[src/rmp_pkg.sv]
// ----------------------------------------------------------------------------
// RESP message parser package
// Shared constants, codes and payload types of the RESP reply parser.
// ----------------------------------------------------------------------------
`default_nettype none

package rmp_pkg;

    // Default limits
    localparam int MAX_BULK_LEN_DEF = 65536;
    localparam int MAX_ELEMENTS_DEF = 1024;

    // Stream characters
    localparam logic [7:0] CH_DOLLAR = 8'h24;
    localparam logic [7:0] CH_STAR   = 8'h2A;
    localparam logic [7:0] CH_PLUS   = 8'h2B;
    localparam logic [7:0] CH_MINUS  = 8'h2D;
    localparam logic [7:0] CH_COLON  = 8'h3A;
    localparam logic [7:0] CH_CR     = 8'h0D;
    localparam logic [7:0] CH_LF     = 8'h0A;
    localparam logic [7:0] CH_0      = 8'h30;
    localparam logic [7:0] CH_9      = 8'h39;

    // Reply types
    localparam logic [2:0] TYPE_SIMPLE  = 3'd0;
    localparam logic [2:0] TYPE_ERROR   = 3'd1;
    localparam logic [2:0] TYPE_INTEGER = 3'd2;
    localparam logic [2:0] TYPE_BULK    = 3'd3;
    localparam logic [2:0] TYPE_ARRAY   = 3'd4;
    localparam logic [2:0] TYPE_UNKNOWN = 3'd5;

    // Error codes
    localparam logic [1:0] ERR_NONE      = 2'd0;
    localparam logic [1:0] ERR_PREFIX    = 2'd1;
    localparam logic [1:0] ERR_TOO_LARGE = 2'd2;
    localparam logic [1:0] ERR_DIGIT     = 2'd3;

    typedef struct packed {
        logic [7:0] in_byte;
    } t_req;

    typedef struct packed {
        logic [2:0]         msg_type;
        logic [7:0]         data_byte;
        logic               payload_valid;
        logic signed [31:0] number;
        logic [9:0]         element_index;
        logic               element_done;
        logic               message_done;
        logic [1:0]         error_code;
    } t_rsp;

endpackage

`default_nettype wire

[src/rmp_if.sv]
// ----------------------------------------------------------------------------
// RESP message parser stream interface
// Valid/ready channel carrying one payload item per handshake.
// ----------------------------------------------------------------------------
`default_nettype none

interface rmp_if #(
    parameter type T = logic
) ();
    logic valid;
    logic ready;
    T     data;

    modport source (output valid, output data, input ready);
    modport sink   (input valid, input data, output ready);
endinterface

`default_nettype wire

[src/resp_message_parser.sv]
// ----------------------------------------------------------------------------
// RESP message parser
// Parses a RESP2 reply byte stream and emits payload, element and reply events.
// ----------------------------------------------------------------------------
//
//  Port     Dir  Payload  Meaning
//  i_req    in   t_req    one raw reply byte per request
//  o_rsp    out  t_rsp    one event per request that produces one
//
//  One byte per cycle barring stalls; each byte is parsed in the cycle it is taken
//  and its event, if any, appears in the output register on the next cycle.
//  i_req.ready is high whenever the output register is empty or being drained,
//  so an event held on a stalled o_rsp stops the input until it is taken.
//  Synchronous active-low reset returns the parser to idle, awaiting a type byte.
//
`default_nettype none

module resp_message_parser
    import rmp_pkg::*;
#(
    parameter int MAX_BULK_LEN = MAX_BULK_LEN_DEF,
    parameter int MAX_ELEMENTS = MAX_ELEMENTS_DEF
) (
    input  wire logic i_clk,
    input  wire logic i_rst_n,
    rmp_if.sink       i_req,
    rmp_if.source     o_rsp
);

    logic r_valid, n_valid;
    t_rsp r_rsp, n_rsp;
    logic take;
    logic hit;
    t_rsp core_rsp;

    assign i_req.ready = !r_valid || o_rsp.ready;
    assign take        = i_req.valid && i_req.ready;

    rmp_core #(
        .MAX_BULK_LEN (MAX_BULK_LEN),
        .MAX_ELEMENTS (MAX_ELEMENTS)
    ) u_core (
        .i_clk   (i_clk),
        .i_rst_n (i_rst_n),
        .i_take  (take),
        .i_byte  (i_req.data.in_byte),
        .o_hit   (hit),
        .o_rsp   (core_rsp)
    );

    always_comb begin
        n_valid = r_valid;
        n_rsp   = r_rsp;
        if (take && hit) begin
            n_valid = 1'b1;
            n_rsp   = core_rsp;
        end else if (o_rsp.ready) begin
            // drop the delivered event
            n_valid = 1'b0;
        end
    end

    always_ff @(posedge i_clk) begin
        if (!i_rst_n) begin
            r_valid <= 1'b0;
        end else begin
            r_valid <= n_valid;
        end
        r_rsp <= n_rsp;
    end

    assign o_rsp.valid = r_valid;
    assign o_rsp.data  = r_rsp;

`ifndef SYNTHESIS
    a_ready_when_empty: assert property (@(posedge i_clk) disable iff (!i_rst_n)
        !r_valid |-> i_req.ready)
        else $error("input not ready with empty output register");

    a_payload_clean: assert property (@(posedge i_clk) disable iff (!i_rst_n)
        r_valid && r_rsp.payload_valid |->
            r_rsp.error_code == ERR_NONE && !r_rsp.message_done && !r_rsp.element_done)
        else $error("payload event carries end or error flags");

    a_error_clean: assert property (@(posedge i_clk) disable iff (!i_rst_n)
        r_valid && r_rsp.error_code != ERR_NONE |->
            r_rsp.number == 32'sd0 && !r_rsp.message_done && !r_rsp.element_done)
        else $error("error event carries number or end flags");

    a_data_zero: assert property (@(posedge i_clk) disable iff (!i_rst_n)
        r_valid && !r_rsp.payload_valid |-> r_rsp.data_byte == 8'd0)
        else $error("data byte set outside payload");
`endif

endmodule

`default_nettype wire

[src/rmp_core.sv]
// ----------------------------------------------------------------------------
// RESP message parser core
// Parse state and next-state logic; one byte per accepted request.
// ----------------------------------------------------------------------------
`default_nettype none

module rmp_core
    import rmp_pkg::*;
#(
    parameter int MAX_BULK_LEN = MAX_BULK_LEN_DEF,
    parameter int MAX_ELEMENTS = MAX_ELEMENTS_DEF
) (
    input  wire logic       i_clk,
    input  wire logic       i_rst_n,
    input  wire logic       i_take,
    input  wire logic [7:0] i_byte,
    output logic            o_hit,
    output t_rsp            o_rsp
);

    localparam int PLW = $clog2(MAX_BULK_LEN + 1);
    localparam int ELW = $clog2(MAX_ELEMENTS + 1);

    typedef enum logic [3:0] {
        PH_IDLE,
        PH_LINE,
        PH_LINE_LF,
        PH_INT,
        PH_INT_LF,
        PH_COUNT,
        PH_COUNT_LF,
        PH_BLEN,
        PH_BLEN_LF,
        PH_NULL_LF,
        PH_DATA,
        PH_DATA_CR,
        PH_DATA_LF,
        PH_PREFIX,
        PH_SKIP
    } t_phase;

    t_phase             r_phase, n_phase;
    logic [2:0]         r_type, n_type;
    logic [31:0]        r_accum, n_accum;
    logic               r_minus, n_minus;
    logic [PLW-1:0]     r_left, n_left;
    logic [ELW-1:0]     r_elems, n_elems;
    logic [9:0]         r_idx, n_idx;

    logic               is_digit;
    logic               minus_ok;
    logic [31:0]        accum_step;
    logic               skip_or_idle_lf;

    assign is_digit        = (i_byte inside {[CH_0:CH_9]});
    assign minus_ok        = (i_byte == CH_MINUS) && !r_minus && (r_accum == 32'd0);
    assign accum_step      = (r_accum << 3) + (r_accum << 1) + {28'd0, i_byte[3:0]};
    assign skip_or_idle_lf = (i_byte == CH_LF);

    always_comb begin
        n_phase = r_phase;
        n_type  = r_type;
        n_accum = r_accum;
        n_minus = r_minus;
        n_left  = r_left;
        n_elems = r_elems;
        n_idx   = r_idx;
        o_hit   = 1'b0;
        o_rsp   = '0;

        case (r_phase)
            PH_IDLE: begin
                n_idx   = '0;
                n_elems = '0;
                n_left  = '0;
                n_accum = '0;
                n_minus = 1'b0;
                case (i_byte)
                    CH_PLUS: begin
                        n_type  = TYPE_SIMPLE;
                        n_accum = r_accum;
                        n_minus = r_minus;
                        n_phase = PH_LINE;
                    end
                    CH_MINUS: begin
                        n_type  = TYPE_ERROR;
                        n_accum = r_accum;
                        n_minus = r_minus;
                        n_phase = PH_LINE;
                    end
                    CH_COLON: begin
                        n_type  = TYPE_INTEGER;
                        n_phase = PH_INT;
                    end
                    CH_DOLLAR: begin
                        n_type  = TYPE_BULK;
                        n_phase = PH_BLEN;
                    end
                    CH_STAR: begin
                        n_type  = TYPE_ARRAY;
                        n_phase = PH_COUNT;
                    end
                    default: begin
                        n_type             = TYPE_UNKNOWN;
                        n_accum            = r_accum;
                        n_minus            = r_minus;
                        n_phase            = skip_or_idle_lf ? PH_IDLE : PH_SKIP;
                        o_hit              = 1'b1;
                        o_rsp.message_done = 1'b1;
                    end
                endcase
            end
            PH_LINE: begin
                if (i_byte == CH_CR) begin
                    n_phase = PH_LINE_LF;
                end else begin
                    o_hit               = 1'b1;
                    o_rsp.data_byte     = i_byte;
                    o_rsp.payload_valid = 1'b1;
                end
            end
            PH_LINE_LF: begin
                n_phase            = PH_IDLE;
                o_hit              = 1'b1;
                o_rsp.message_done = 1'b1;
            end
            PH_INT, PH_COUNT, PH_BLEN: begin
                if (i_byte == CH_CR) begin
                    if (r_phase == PH_INT) begin
                        n_phase = PH_INT_LF;
                    end else if (r_phase == PH_COUNT) begin
                        if (r_minus) begin
                            o_hit            = 1'b1;
                            o_rsp.error_code = ERR_DIGIT;
                        end else if (r_accum > 32'(MAX_ELEMENTS)) begin
                            o_hit            = 1'b1;
                            o_rsp.error_code = ERR_TOO_LARGE;
                        end else begin
                            n_phase = PH_COUNT_LF;
                        end
                    end else begin
                        if (r_minus) begin
                            if (r_accum != 32'd1) begin
                                o_hit            = 1'b1;
                                o_rsp.error_code = ERR_DIGIT;
                            end else begin
                                n_phase = PH_NULL_LF;
                            end
                        end else if (r_accum > 32'(MAX_BULK_LEN)) begin
                            o_hit            = 1'b1;
                            o_rsp.error_code = ERR_TOO_LARGE;
                        end else begin
                            n_left  = r_accum[PLW-1:0];
                            n_phase = PH_BLEN_LF;
                        end
                    end
                end else if (is_digit) begin
                    n_accum = accum_step;
                end else if (minus_ok) begin
                    n_minus = 1'b1;
                end else begin
                    o_hit            = 1'b1;
                    o_rsp.error_code = ERR_DIGIT;
                end
                // abandon the reply on any error raised above
                if (o_hit) begin
                    n_phase             = skip_or_idle_lf ? PH_IDLE : PH_SKIP;
                    o_rsp.element_index = r_idx;
                end
            end
            PH_INT_LF: begin
                n_phase            = PH_IDLE;
                o_hit              = 1'b1;
                o_rsp.number       = r_minus ? (32'd0 - r_accum) : r_accum;
                o_rsp.message_done = 1'b1;
            end
            PH_COUNT_LF: begin
                if (r_accum == 32'd0) begin
                    n_phase            = PH_IDLE;
                    o_hit              = 1'b1;
                    o_rsp.message_done = 1'b1;
                end else begin
                    n_elems = r_accum[ELW-1:0];
                    n_idx   = '0;
                    n_phase = PH_PREFIX;
                end
            end
            PH_PREFIX: begin
                if (i_byte == CH_DOLLAR) begin
                    n_accum = '0;
                    n_minus = 1'b0;
                    n_phase = PH_BLEN;
                end else begin
                    n_phase             = skip_or_idle_lf ? PH_IDLE : PH_SKIP;
                    o_hit               = 1'b1;
                    o_rsp.element_index = r_idx;
                    o_rsp.error_code    = ERR_PREFIX;
                end
            end
            PH_BLEN_LF: begin
                n_phase = (r_left == '0) ? PH_DATA_CR : PH_DATA;
            end
            PH_DATA: begin
                n_left = r_left - 1'b1;
                if (n_left == '0) begin
                    n_phase = PH_DATA_CR;
                end
                o_hit               = 1'b1;
                o_rsp.data_byte     = i_byte;
                o_rsp.payload_valid = 1'b1;
                o_rsp.element_index = (r_type == TYPE_ARRAY) ? r_idx : 10'd0;
            end
            PH_DATA_CR: begin
                n_phase = PH_DATA_LF;
            end
            PH_NULL_LF, PH_DATA_LF: begin
                o_hit              = 1'b1;
                o_rsp.element_done = 1'b1;
                o_rsp.number       = (r_phase == PH_NULL_LF) ? 32'hFFFF_FFFF : r_accum;
                o_rsp.message_done = 1'b1;
                if (r_type == TYPE_ARRAY) begin
                    o_rsp.element_index = r_idx;
                    n_elems             = r_elems - 1'b1;
                    n_idx               = r_idx + 10'd1;
                    o_rsp.message_done  = (n_elems == '0);
                end
                n_phase = o_rsp.message_done ? PH_IDLE : PH_PREFIX;
            end
            PH_SKIP: begin
                if (skip_or_idle_lf) begin
                    n_phase = PH_IDLE;
                end
            end
            default: begin
                n_phase = PH_IDLE;
            end
        endcase

        o_rsp.msg_type = n_type;
    end

    always_ff @(posedge i_clk) begin
        if (!i_rst_n) begin
            r_phase <= PH_IDLE;
            r_type  <= TYPE_SIMPLE;
            r_accum <= '0;
            r_minus <= 1'b0;
            r_left  <= '0;
            r_elems <= '0;
            r_idx   <= '0;
        end else if (i_take) begin
            r_phase <= n_phase;
            r_type  <= n_type;
            r_accum <= n_accum;
            r_minus <= n_minus;
            r_left  <= n_left;
            r_elems <= n_elems;
            r_idx   <= n_idx;
        end
    end

endmodule

`default_nettype wire

[src/flat_wrapper.sv]
// flat-port wrapper written by rule: the top's interface ports become plain ports
module resp_message_parser_flat import rmp_pkg::*;
#(
    parameter int MAX_BULK_LEN = MAX_BULK_LEN_DEF,
    parameter int MAX_ELEMENTS = MAX_ELEMENTS_DEF
)
  (i_clk, i_rst_n, i_req_valid, i_req_data, i_req_ready, o_rsp_valid, o_rsp_data, o_rsp_ready);
  rmp_if #(.T(t_req)) i_req_i ();
  rmp_if #(.T(t_rsp)) o_rsp_i ();
  input  wire logic i_clk;
  input  wire logic i_rst_n;
  input wire logic [$bits(i_req_i.valid)-1:0] i_req_valid;
  input wire logic [$bits(i_req_i.data)-1:0] i_req_data;
  output wire logic [$bits(i_req_i.ready)-1:0] i_req_ready;
  output wire logic [$bits(o_rsp_i.valid)-1:0] o_rsp_valid;
  output wire logic [$bits(o_rsp_i.data)-1:0] o_rsp_data;
  input wire logic [$bits(o_rsp_i.ready)-1:0] o_rsp_ready;
  assign i_req_i.valid = i_req_valid;
  assign i_req_i.data = i_req_data;
  assign i_req_ready = i_req_i.ready;
  assign o_rsp_valid = o_rsp_i.valid;
  assign o_rsp_data = o_rsp_i.data;
  assign o_rsp_i.ready = o_rsp_ready;
  resp_message_parser #(.MAX_BULK_LEN(MAX_BULK_LEN), .MAX_ELEMENTS(MAX_ELEMENTS)) u_core (.i_clk(i_clk), .i_rst_n(i_rst_n), .i_req(i_req_i), .o_rsp(o_rsp_i));
endmodule
[config.mk]
export PLATFORM = sky130hd
export DESIGN_NAME = resp_message_parser_flat
export DESIGN_NICKNAME = d
export VERILOG_FILES = /design/src/rmp_pkg.sv /design/src/rmp_if.sv /design/src/resp_message_parser.sv /design/src/rmp_core.sv /design/src/flat_wrapper.sv
export SDC_FILE = /design/constraint.sdc
export NUM_CORES = 1
export LEC_CHECK = 0
export BUFFER_PORTS_ARGS = -buffer_cell sky130_fd_sc_hd__buf_2
export CAP_MARGIN = 20
export CORE_ASPECT_RATIO = 0.6
export CORE_UTILIZATION = 61
export CTS_CLUSTER_SIZE = 20
export DETAILED_ROUTE_END_ITERATION = 8
export PLACE_DENSITY = 0.79
export SYNTH_ARGS = -nofsm -noshare
export SYNTH_HDL_FRONTEND = slang
export SYNTH_SLANG_ARGS = --single-unit
[constraint.sdc]
create_clock -name i_clk -period 6.01 [get_ports i_clk]
set_input_delay 0.3005 -clock i_clk [delete_from_list [all_inputs] [get_ports i_clk]]
set_output_delay 0.3005 -clock i_clk [all_outputs]
set_load 0.02 [all_outputs]
==> impl_metrics.json, run 1 <==
{
  "io_pins": 72,
  "yosysTopAreaCell": "sky130_fd_sc_hd__edfxtp_1",
  "max_slew_margin_pct": 33.5,
  "gr-total-overflow": 0,
  "fillCellCount": 1155,
  "cts_buffers": 17,
  "clk_transition_reported_paths_ps": 70,
  "globalRouteTotalUtil_pct": 35.0,
  "hold_viol": 0,
  "cap_viol_max_count": 0,
  "tightestPinTransition_ps": 985,
  "cts.htree.levels": 4,
  "final.setup_skew_ps": 14.2,
  "fmax_ghz": 0.241,
  "worst_skew_pair.late_latency_ps": 430,
  "synth-seq-cells": 137,
  "clock_sink_count": 137,
  "design_power_total_w": 0.00382,
  "synthFlopType": "sky130_fd_sc_hd__dfxtp_1",
  "die-height_um": 98.2,
  "detailroute.via_count": 8929,
  "synth.area.top_cells": "sky130_fd_sc_hd__edfxtp_1 (19%), sky130_fd_sc_hd__dfxtp_1 (17%), sky130_fd_sc_hd__ha_1 (8.8%)",
  "route.detailed.drc": 0,
  "ys.warnings.count": 0,
  "drive_above_1_share_pct": 11.6,
  "drtAntennaViolNets": 0,
  "cellLeakagePower_nw": 4.41,
  "grt_busiest_layer": "met1",
  "yosysTopAreaCellShare_pct": 18.5,
  "wl_per_cell_um": 20.3,
  "post_drt_via_cell_ratio": 6.63,
  "final-max-slew-violation-count": 0,
  "worst_ir_drop_vdd_uv": 299,
  "setup_viol": 0,
  "outcome": "completed",
  "detailedPlacementHpwl_um": 19300,
  "die_w_um": 162,
  "final_period_minus_worst_setup_slack_ps": 4150,
  "worstPathRequired_ps": 6300,
  "io_buffer_count": 71,
  "gp_congestion": 0.978,
  "postSynthNetCount": 1175,
  "placement_rows": 34,
  "antennaDiodeCount": 0,
  "max-clock-path-buffers": 2,
  "synth_enable_flop_cells": 58,
  "fin_worst_hold_slack_ps": 183,
  "final_common_cell": "sky130_fd_sc_hd__nand2_1",
  "antenna_found_initial": 0,
  "grt_pass1_vias": 7905,
  "use_met2_pct": 45.6,
  "root_buffer": "sky130_fd_sc_hd__clkbuf_16",
  "finalInstanceArea_um2": 10400,
  "grt_setup_unrepaired": "false",
  "number_of_drc_markers_in_iteration_0": 1056,
  "most_used_cells_in_the_layout_excluding_fill_and_tap_cells": "sky130_fd_sc_hd__nand2_1 (119), sky130_fd_sc_hd__a21oi_1 (83), sky130_fd_sc_hd__dfxtp_1 (79), sky130_fd_sc_hd__buf_2 (71), sky130_fd_sc_hd__ha_1 (66)",
  "critPathLaunchType": "flip-flop",
  "global_route.usage.met1_pct": 53.6,
  "cts_hold_buffers": 0,
  "synth_seq_area_share_pct": 35.4,
  "cts_tree": "yes",
  "dr.pass1.iters": 5,
  "syn_inst": 1095,
  "numnets_final": 1216,
  "critical_path_peak_fanout": 34,
  "finalWirelength_um": 27400,
  "post_cts_setup_buffer_count": 0,
  "post_cts_resized": 0,
  "power_density_nw_per_um2": 366,
  "worstSetupEndpointType": "flip-flop",
  "setup_tns_ps": 0,
  "syn2layout_area_growth_pct": 10.9,
  "grt_first_pass_wirelength_um": 43500,
  "hold_class": "primary input to flip-flop",
  "yosys.cell_types.count": 78,
  "synthesis.area_per_instance_um2": 8.58,
  "worstSetupPathType": "flip-flop to flip-flop",
  "grt_start_max_net_pins": 65,
  "detailed_place.area_um2": 9850,
  "floorplan.initialDensity_pct": 63.7,
  "floorplan.core_area_um2": 14800,
  "post_synth_instance_area_um2": 9400,
  "die_area_um2": 15900,
  "crit_arrival_ps": 4440,
  "grt_use_met3_pct": 12.8,
  "synth_async_sr_flop_share_pct": 0,
  "timing.final.crit_share_pct": 69.1
}
cells by family after synthesis:
family	Yosys count	synth area share, %
compound gates	339	24.2
xor+xnor	41	3.82
fa+ha+maj	68	9.21
buf+inv	89	3.70
flops	137	35.4
mux	9	1.01
simple gates	412	22.7
worst paths after layout:
path	from	endpoint	slack, ps	cells after the start
setup / recovery	u_core.u_core.r_phase[0]$_SDFFE_PN0P_	u_core.u_core.r_idx[9]$_SDFFE_PN0P_	1860	11
hold / removal	i_req_valid	u_core.o_rsp.valid$_SDFFE_PN0P_	180	3
setup reg to reg	u_core.u_core.r_phase[0]$_SDFFE_PN0P_	u_core.u_core.r_idx[9]$_SDFFE_PN0P_	1860	11
hold reg to reg	u_core.u_core.r_elems[10]$_SDFFE_PN0P_	u_core.u_core.r_elems[10]$_SDFFE_PN0P_	520	2
area by class of cell:
type	instances	area (um2)	share of cell area (%)
multi-input cells	869	5740	55.0
flip-flops and latches	137	3320	31.9
repair buffers	83	453	4.35
clock buffers	18	429	4.12
well taps	198	248	2.38
clock inverters	14	128	1.22
inverters	28	105	1.01
worst max-delay path, stage by stage, from the launching register on:
cell                       delay [ps]
sky130_fd_sc_hd__dfxtp_1          850
sky130_fd_sc_hd__xor2_1           200
sky130_fd_sc_hd__nand3_1          650
sky130_fd_sc_hd__inv_2            170
sky130_fd_sc_hd__buf_4            350
sky130_fd_sc_hd__nand3_1          240
sky130_fd_sc_hd__a311oi_2         300
sky130_fd_sc_hd__buf_4            290
sky130_fd_sc_hd__nand4_1          280
sky130_fd_sc_hd__nor4_1           440
sky130_fd_sc_hd__xnor2_1          170
sky130_fd_sc_hd__nor2_1            60
stage by stage:
stage	std cells	setup slack [ps]	utilization [%]
detailed placement	1314	2010	66.7
finish	1347	1860	70.6
floorplan	1095	1060	-
global placement	1314	2170	66.7
CTS	1346	1980	70.5
global route	1347	1530	70.6
per-layer routing:
layer	up-vias	share of wire (%)
met5	-	0
met4	0	1.4
met3	40	14
met2	552	38
met1	4154	47
li1	4183	-
cell usage after synthesis (23+ instances only):
cell type and number:
sky130_fd_sc_hd__nor2b_1 50, sky130_fd_sc_hd__a21oi_1 83, sky130_fd_sc_hd__clkbuf_1 51, sky130_fd_sc_hd__nand2b_1 26
sky130_fd_sc_hd__a22oi_1 29, sky130_fd_sc_hd__inv_1 27, sky130_fd_sc_hd__xnor2_1 23, sky130_fd_sc_hd__dfxtp_1 79
sky130_fd_sc_hd__o21ai_0 61, sky130_fd_sc_hd__nand2_1 119, sky130_fd_sc_hd__nand3_1 33, sky130_fd_sc_hd__nor3_1 39
sky130_fd_sc_hd__edfxtp_1 58, sky130_fd_sc_hd__ha_1 66, sky130_fd_sc_hd__nor2_1 59
sequential cells by signal (all words and copies together), names as in the netlist:
signal / count
u_core.u_core.r_left: 17
u_core.u_core.r_minus: 1
u_core.u_core.r_idx: 10
u_core.u_core.r_phase: 4
u_core.o_rsp.valid: 1
u_core.u_core.r_accum: 32
u_core.u_core.r_elems: 11
u_core.o_rsp.data: 58
u_core.u_core.r_type: 3
power by group:
group          total [W]  switching [W]  internal, W
Sequential       0.00140       0.000155      0.00124
Clock            0.00101       0.000461     0.000545
Combinational    0.00142       0.000950     0.000468
Power figures use the tool's default switching activity.
==> run 2: changes to the inputs <==
Settings changed: CORE_UTILIZATION 61 to 56, PLACE_DENSITY 0.79 to 0.76.
Clock period 6.01 ns to 3.4 ns, I/O delays scaled along.
==> run 2 against run 1 <==
Compared with the run above:
- fmax increased by 29%
- flip-flop and latch count is the same
- hold slack got worse by 120 ps
- critical endpoint is now u_core.u_core.r_accum[29]$_SDFFE_PN0P_
- largest cell class unchanged
- highest routed layer unchanged
==> impl_metrics.json, run 2 (same netlist as run 1, synthesis figures left out) <==
{
  "outcome": "completed",
  "antennaDiodeCount": 0,
  "final-max-slew-violation-count": 0,
  "placement_rows": 36,
  "fillCellCount": 1365,
  "drtAntennaViolNets": 0,
  "setup_tns_ps": 0,
  "io_buffer_count": 71,
  "clk_transition_reported_paths_ps": 60,
  "worst_skew_pair.late_latency_ps": 430,
  "antenna_found_initial": 0,
  "numnets_final": 1279,
  "hold_class": "primary input to flip-flop",
  "switching_share_pct": 39.3,
  "cts.htree.levels": 4,
  "floorplan.initialDensity_pct": 57.6,
  "cap_viol_max_count": 0,
  "die_area_um2": 17300,
  "io_pins": 72,
  "finalWirelength_um": 27900,
  "wl_per_cell_um": 19.4,
  "route.detailed.drc": 0,
  "detailroute.via_count": 9195,
  "power_density_nw_per_um2": 638,
  "switching_power_w": 0.00276,
  "critPathMaxStageDelay_ps": 610,
  "final_common_cell": "sky130_fd_sc_hd__nand2_1",
  "largest_register_ff_count": 58,
  "p_int_w": 0.00425,
  "grt_setup_unrepaired": "false",
  "syn2layout_area_growth_pct": 17.0,
  "post_drt_via_cell_ratio": 6.39,
  "grt_start_max_net_pins": 44,
  "clock_sink_count": 137,
  "grt_pass1_vias": 7853,
  "cellLeakagePower_nw": 4.75,
  "fmax_ghz": 0.311,
  "fin_worst_hold_slack_ps": 61.5,
  "gr-total-overflow": 0,
  "timing.final.crit_share_pct": 94.5,
  "max-clock-path-buffers": 2,
  "critPathLaunchType": "flip-flop",
  "final.setup_skew_ps": 7.93,
  "die-height_um": 102,
  "critical_path_peak_fanout": 7,
  "design_power_total_w": 0.00701,
  "floorplan.core_area_um2": 16300,
  "globalRouteTotalUtil_pct": 32.5,
  "grt_first_pass_wirelength_um": 43000,
  "critPathTopFamily": "compound AO/OA/AOI/OAI gates",
  "drive_above_1_share_pct": 16.5,
  "cts_tree": "yes",
  "tightestPinTransition_ps": 750,
  "crit_arrival_ps": 3590,
  "worstSetupPathType": "flip-flop to flip-flop",
  "detailedPlacementHpwl_um": 20800,
  "share_seq_of_total_power_pct": 34.7,
  "die_w_um": 169,
  "timing.critical_path.cells": "ha_1 -> ha_1 -> a21oi_1 -> nor2b_1 -> o21ai_0 -> a31oi_1 -> a311oi_1 -> o21ai_0 -> a21oi_1 -> mux2_1 -> nand3_1",
  "most_used_cells_in_the_layout_excluding_fill_and_tap_cells": "sky130_fd_sc_hd__nand2_1 (119), sky130_fd_sc_hd__a21oi_1 (82), sky130_fd_sc_hd__dfxtp_1 (79), sky130_fd_sc_hd__buf_4 (74), sky130_fd_sc_hd__buf_2 (71)",
  "slowest_stage": "sky130_fd_sc_hd__dfxtp_1",
  "root_buffer": "sky130_fd_sc_hd__clkbuf_16",
  "worstPathRequired_ps": 3770,
  "cts_buffers": 17,
  "p_clk_share_pct": 27.2,
  "dr.pass1.iters": 5,
  "cts_hold_buffers": 0,
  "setup_viol": 0,
  "worstSetupEndpointType": "flip-flop",
  "cp.buffers_inverters": 0,
  "worst_ir_drop_vdd_uv": 586,
  "pwr-share-comb_pct": 38.1,
  "final_period_minus_worst_setup_slack_ps": 3210,
  "hold_viol": 0,
  "number_of_drc_markers_in_iteration_0": 1170,
  "max_slew_margin_pct": 49.4,
  "gp_congestion": 0.987
}
==> run 2: final cells by class <==
class	instances	area, um2	share of cell area, %
Clock buffer	19	443	4.03
Inverter	28	105	0.955
Multi-Input combinational cell	869	5750	52.3
Sequential cell	137	3320	30.2
Timing Repair Buffer	146	931	8.46
Tap cell	228	285	2.59
Clock inverter	13	159	1.44
==> run 2: worst paths after layout <==
check,slack [ps],depth (start not counted),from,end
worst min register to register,500,2,u_core.u_core.r_type[0]$_SDFFE_PN0P_,u_core.u_core.r_type[0]$_SDFFE_PN0P_
worst min-delay path,60,2,i_req_data[6],u_core.o_rsp.data[53]$_DFFE_PP_
worst max-delay path,190,11,u_core.u_core.r_accum[17]$_SDFFE_PN0P_,u_core.u_core.r_accum[29]$_SDFFE_PN0P_
worst max register to register,190,11,u_core.u_core.r_accum[17]$_SDFFE_PN0P_,u_core.u_core.r_accum[29]$_SDFFE_PN0P_
==> run 2: metrics by stage <==
step | std cells | util [%] | setup WS [ps] | cell area, um2
finish | 1440 | 67.5 | 188 | 11000
CTS | 1437 | 67.2 | 95.3 | 11000
global route | 1440 | 67.5 | 17.1 | 11000
floorplan | 1095 | - | 52.1 | 9410
detailed placement | 1405 | 63.5 | 119 | 10400
global placement | 1405 | 63.5 | 143 | 10400
==> run 2: what timing repair did <==
action | 4_1_cts | 5_1_grt
setup endpoints to repair | 0 | 61
buffers inserted | 0 | 3
resized for setup | 0 | 5
==> run 2: power by group through the flow <==
stage | combinational [W] | clock, W | sequential [W]
2_1_floorplan | 0.00146 | 0 | 0.00279
3_3_place_gp | 0.00256 | 0 | 0.00245
3_5_place_dp | 0.00259 | 0 | 0.00246
4_1_cts | 0.00261 | 0.00192 | 0.00243
5_1_grt | 0.00290 | 0.00198 | 0.00248
6_report | 0.00268 | 0.00190 | 0.00243
==> run 2: worst reg2reg max path: cells and delay by family, from the launching register on <==
kind	cells	cell delay (ps)
mux	1	340
compound gates	6	1400
flops	1	610
simple gates	2	130
fa+ha+maj	2	700
==> run 2: layer usage <==
| layer | global-route usage [%] | part of all wire (%) | vias to the layer above |
|---|---|---|---|
| li1 | - | - | 4319 |
| met1 | 50.9 | 49 | 4291 |
| met2 | 41.5 | 37 | 546 |
| met3 | 10.3 | 12 | 39 |
| met4 | 8.45 | 1.3 | 0 |
| met5 | 0 | 0 | - |
==> run 3: changes to the inputs <==
Settings changed: GPL_TIMING_DRIVEN from default to 0, SKIP_LAST_GASP from default to 1.
==> run 3 against run 2 <==
Compared with the run above:
- sequential power is essentially flat
- power shrank 0.43%
- cell area shrank 1.3%
- die area is the same
- first-iteration DRC count shrank 14%
- via count shrank 0.34%
- setup slack lost 69 ps
- sequential share of layout area grew 0.51 points
- non-clock buffer count shrank 6
- clock skew grew 6.9 ps
- global-route usage grew 0.83 points
- flip-flop and latch count is the same
- largest cell class unchanged
==> impl_metrics.json, run 3 (same netlist as run 1, synthesis figures left out) <==
{
  "worst_skew_pair.late_latency_ps": 440,
  "rr_endpoint": "u_core.o_rsp.data[37]$_DFFE_PP_",
  "antennaDiodeCount": 0,
  "placement_rows": 36,
  "fmax_ghz": 0.305,
  "reg2reg_slack_ps": 120,
  "clock_sink_count": 137,
  "final-max-slew-violation-count": 0,
  "critical_path_peak_fanout": 8,
  "detailroute.via_count": 9164,
  "slowest_stage": "sky130_fd_sc_hd__or3b_1",
  "gr-total-overflow": 0,
  "worstSetupPathType": "flip-flop to flip-flop",
  "cap_viol_max_count": 0,
  "number_of_drc_markers_in_iteration_0": 1002,
  "clk_transition_reported_paths_ps": 70,
  "cts_hold_buffers": 0,
  "final.setup_skew_ps": 14.8,
  "detailedPlacementHpwl_um": 21100,
  "critPathMaxStageDelay_ps": 440,
  "io_buffer_count": 70,
  "finalWirelength_um": 28400,
  "drtAntennaViolNets": 0,
  "timing.final.crit_share_pct": 96.5,
  "worstPathRequired_ps": 3610,
  "final_period_minus_worst_setup_slack_ps": 3280,
  "max-clock-path-buffers": 2,
  "globalRouteTotalUtil_pct": 33.4,
  "cts_buffers": 17,
  "floorplan.initialDensity_pct": 57.6,
  "final_common_cell": "sky130_fd_sc_hd__nand2_1",
  "detailed_place.area_um2": 10100,
  "worstHoldStart": "i_req_valid",
  "die_w_um": 169,
  "numnets_final": 1274,
  "hold_viol": 0,
  "grt_pass1_vias": 7735,
  "hold_class": "primary input to flip-flop",
  "route.detailed.drc": 0,
  "die_area_um2": 17300,
  "drive_above_1_share_pct": 13.6,
  "grt_start_max_net_pins": 32,
  "wl_per_cell_um": 19.8,
  "grt_first_pass_wirelength_um": 43800,
  "finalInstanceArea_um2": 10900,
  "post_drt_via_cell_ratio": 6.39,
  "ff_latch_area_um2": 3330,
  "io_pins": 72,
  "most_used_cells_in_the_layout_excluding_fill_and_tap_cells": "sky130_fd_sc_hd__nand2_1 (118), sky130_fd_sc_hd__a21oi_1 (81), sky130_fd_sc_hd__buf_2 (78), sky130_fd_sc_hd__dfxtp_1 (72), sky130_fd_sc_hd__ha_1 (66)",
  "floorplan.core_area_um2": 16300,
  "cellLeakagePower_nw": 4.54,
  "crit_reg_reg_startpoint": "u_core.u_core.r_accum[0]$_SDFFE_PN0P_",
  "outcome": "completed",
  "design_power_total_w": 0.00698,
  "worst_hold_path.endpoint": "u_core.o_rsp.valid$_SDFFE_PN0P_",
  "setup_tns_ps": 0,
  "cts.htree.levels": 4,
  "power_density_nw_per_um2": 643,
  "area_taken_by_multi_input_logic_gates_um2": 5850,
  "gp_congestion": 1.04,
  "dr.pass1.iters": 5,
  "die-height_um": 102,
  "tightestPinTransition_ps": 828,
  "max_slew_margin_pct": 44.2,
  "crit_arrival_ps": 3490,
  "post-place-cells": 1394,
  "fin_worst_hold_slack_ps": 41.3,
  "cts_tree": "yes",
  "antenna_found_initial": 1,
  "root_buffer": "sky130_fd_sc_hd__clkbuf_16",
  "timing.critical_path.cells": "inv_1 -> ha_1 -> or3b_1 -> nor4_4 -> nand4_1 -> buf_4 -> o31ai_4 -> a31oi_1 -> nand2_2 -> o21ai_1 -> nor2_2 -> buf_4 -> nor2_4 -> buf_4",
  "crit_top_cell": "sky130_fd_sc_hd__buf_4",
  "critPathLaunchType": "flip-flop",
  "fillCellCount": 1347,
  "largest_register_ff_count": 58,
  "syn2layout_area_growth_pct": 15.5,
  "worst_ir_drop_vdd_uv": 516,
  "worstSetupEndpointType": "flip-flop",
  "depth_of_the_most_critical_reg_to_reg_path": 14,
  "setup_viol": 0,
  "final-instance-count-excl-fill": 1435,
  "hold_path_cells": 3
}
[run 3: layout make-up]
type	instances	area share (%)
buffer	61	2.25
clock buffer	20	4.31
clock inverter	12	1.14
inverter	28	0.968
multi-input combinational	870	53.9
sequential	137	30.7
tap	228	2.63
timing repair buffer	79	4.08
[run 3: stage by stage]
| step | utilization, % | setup WS (ps) |
|---|---|---|
| 2_1_floorplan | - | 52.1 |
| 3_3_place_gp | 61.6 | -856 |
| 3_5_place_dp | 61.7 | -574 |
| 4_1_cts | 65.8 | 0.442 |
| 5_1_grt | 66.6 | -21.1 |
| 6_report | 66.6 | 119 |
[run 3: how the worst max path moves through the flow]
stage | startpoint | to | slack, ps
finish | u_core.u_core.r_accum[0]$_SDFFE_PN0P_ | u_core.o_rsp.data[37]$_DFFE_PP_ | 120
global route | u_core.u_core.r_accum[0]$_SDFFE_PN0P_ | u_core.o_rsp.data[34]$_DFFE_PP_ | -20
CTS | u_core.u_core.r_accum[1]$_SDFFE_PN0P_ | u_core.o_rsp.data[20]$_DFFE_PP_ | 0.4
detailed placement | u_core.u_core.r_accum[0]$_SDFFE_PN0P_ | u_core.o_rsp.data[40]$_DFFE_PP_ | -570
global placement | u_core.u_core.r_accum[1]$_SDFFE_PN0P_ | u_core.o_rsp.data[34]$_DFFE_PP_ | -860
floorplan | u_core.u_core.r_accum[0]$_SDFFE_PN0P_ | u_core.o_rsp.data[0]$_DFFE_PP_ | 50
[run 3: timing repair]
action | in CTS | in global routing
hold endpoints to repair | 0 | 0
resized for setup | 12 | 21
endpoints found under the setup margin | 77 | 94
pin swaps | 4 | 3
cloned | 1 | 0
setup buffers | 4 | 4
[run 3: where the power goes]
part / total [W] / internal [W] / switching (W)
Clock: 0.00188 / 0.00109 / 0.000794
Combinational: 0.00269 / 0.000912 / 0.00178
Sequential: 0.00241 / 0.00219 / 0.000219
Total: 0.00698 / 0.00419 / 0.00280
[run 3: layer usage]
metal  vias up  routed length [um]  global-route usage, %
li1       4308                   -                      -
met1      4281               13800                   52.8
met2       527               10500                   43.3
met3        48                3740                   9.26
met4         0                 374                   7.28
met5         -                   0                      0
[run 3: worst max-delay path: cells and delay by family, from the launching register on]
| family | cells | cell delay (ps) |
|---|---|---|
| and+or+nand+nor | 6 | 1210 |
| buffers and inverters | 4 | 700 |
| AOI/OAI and AO/OA | 3 | 500 |
| DFF | 1 | 390 |
| adders and majority gates | 1 | 240 |
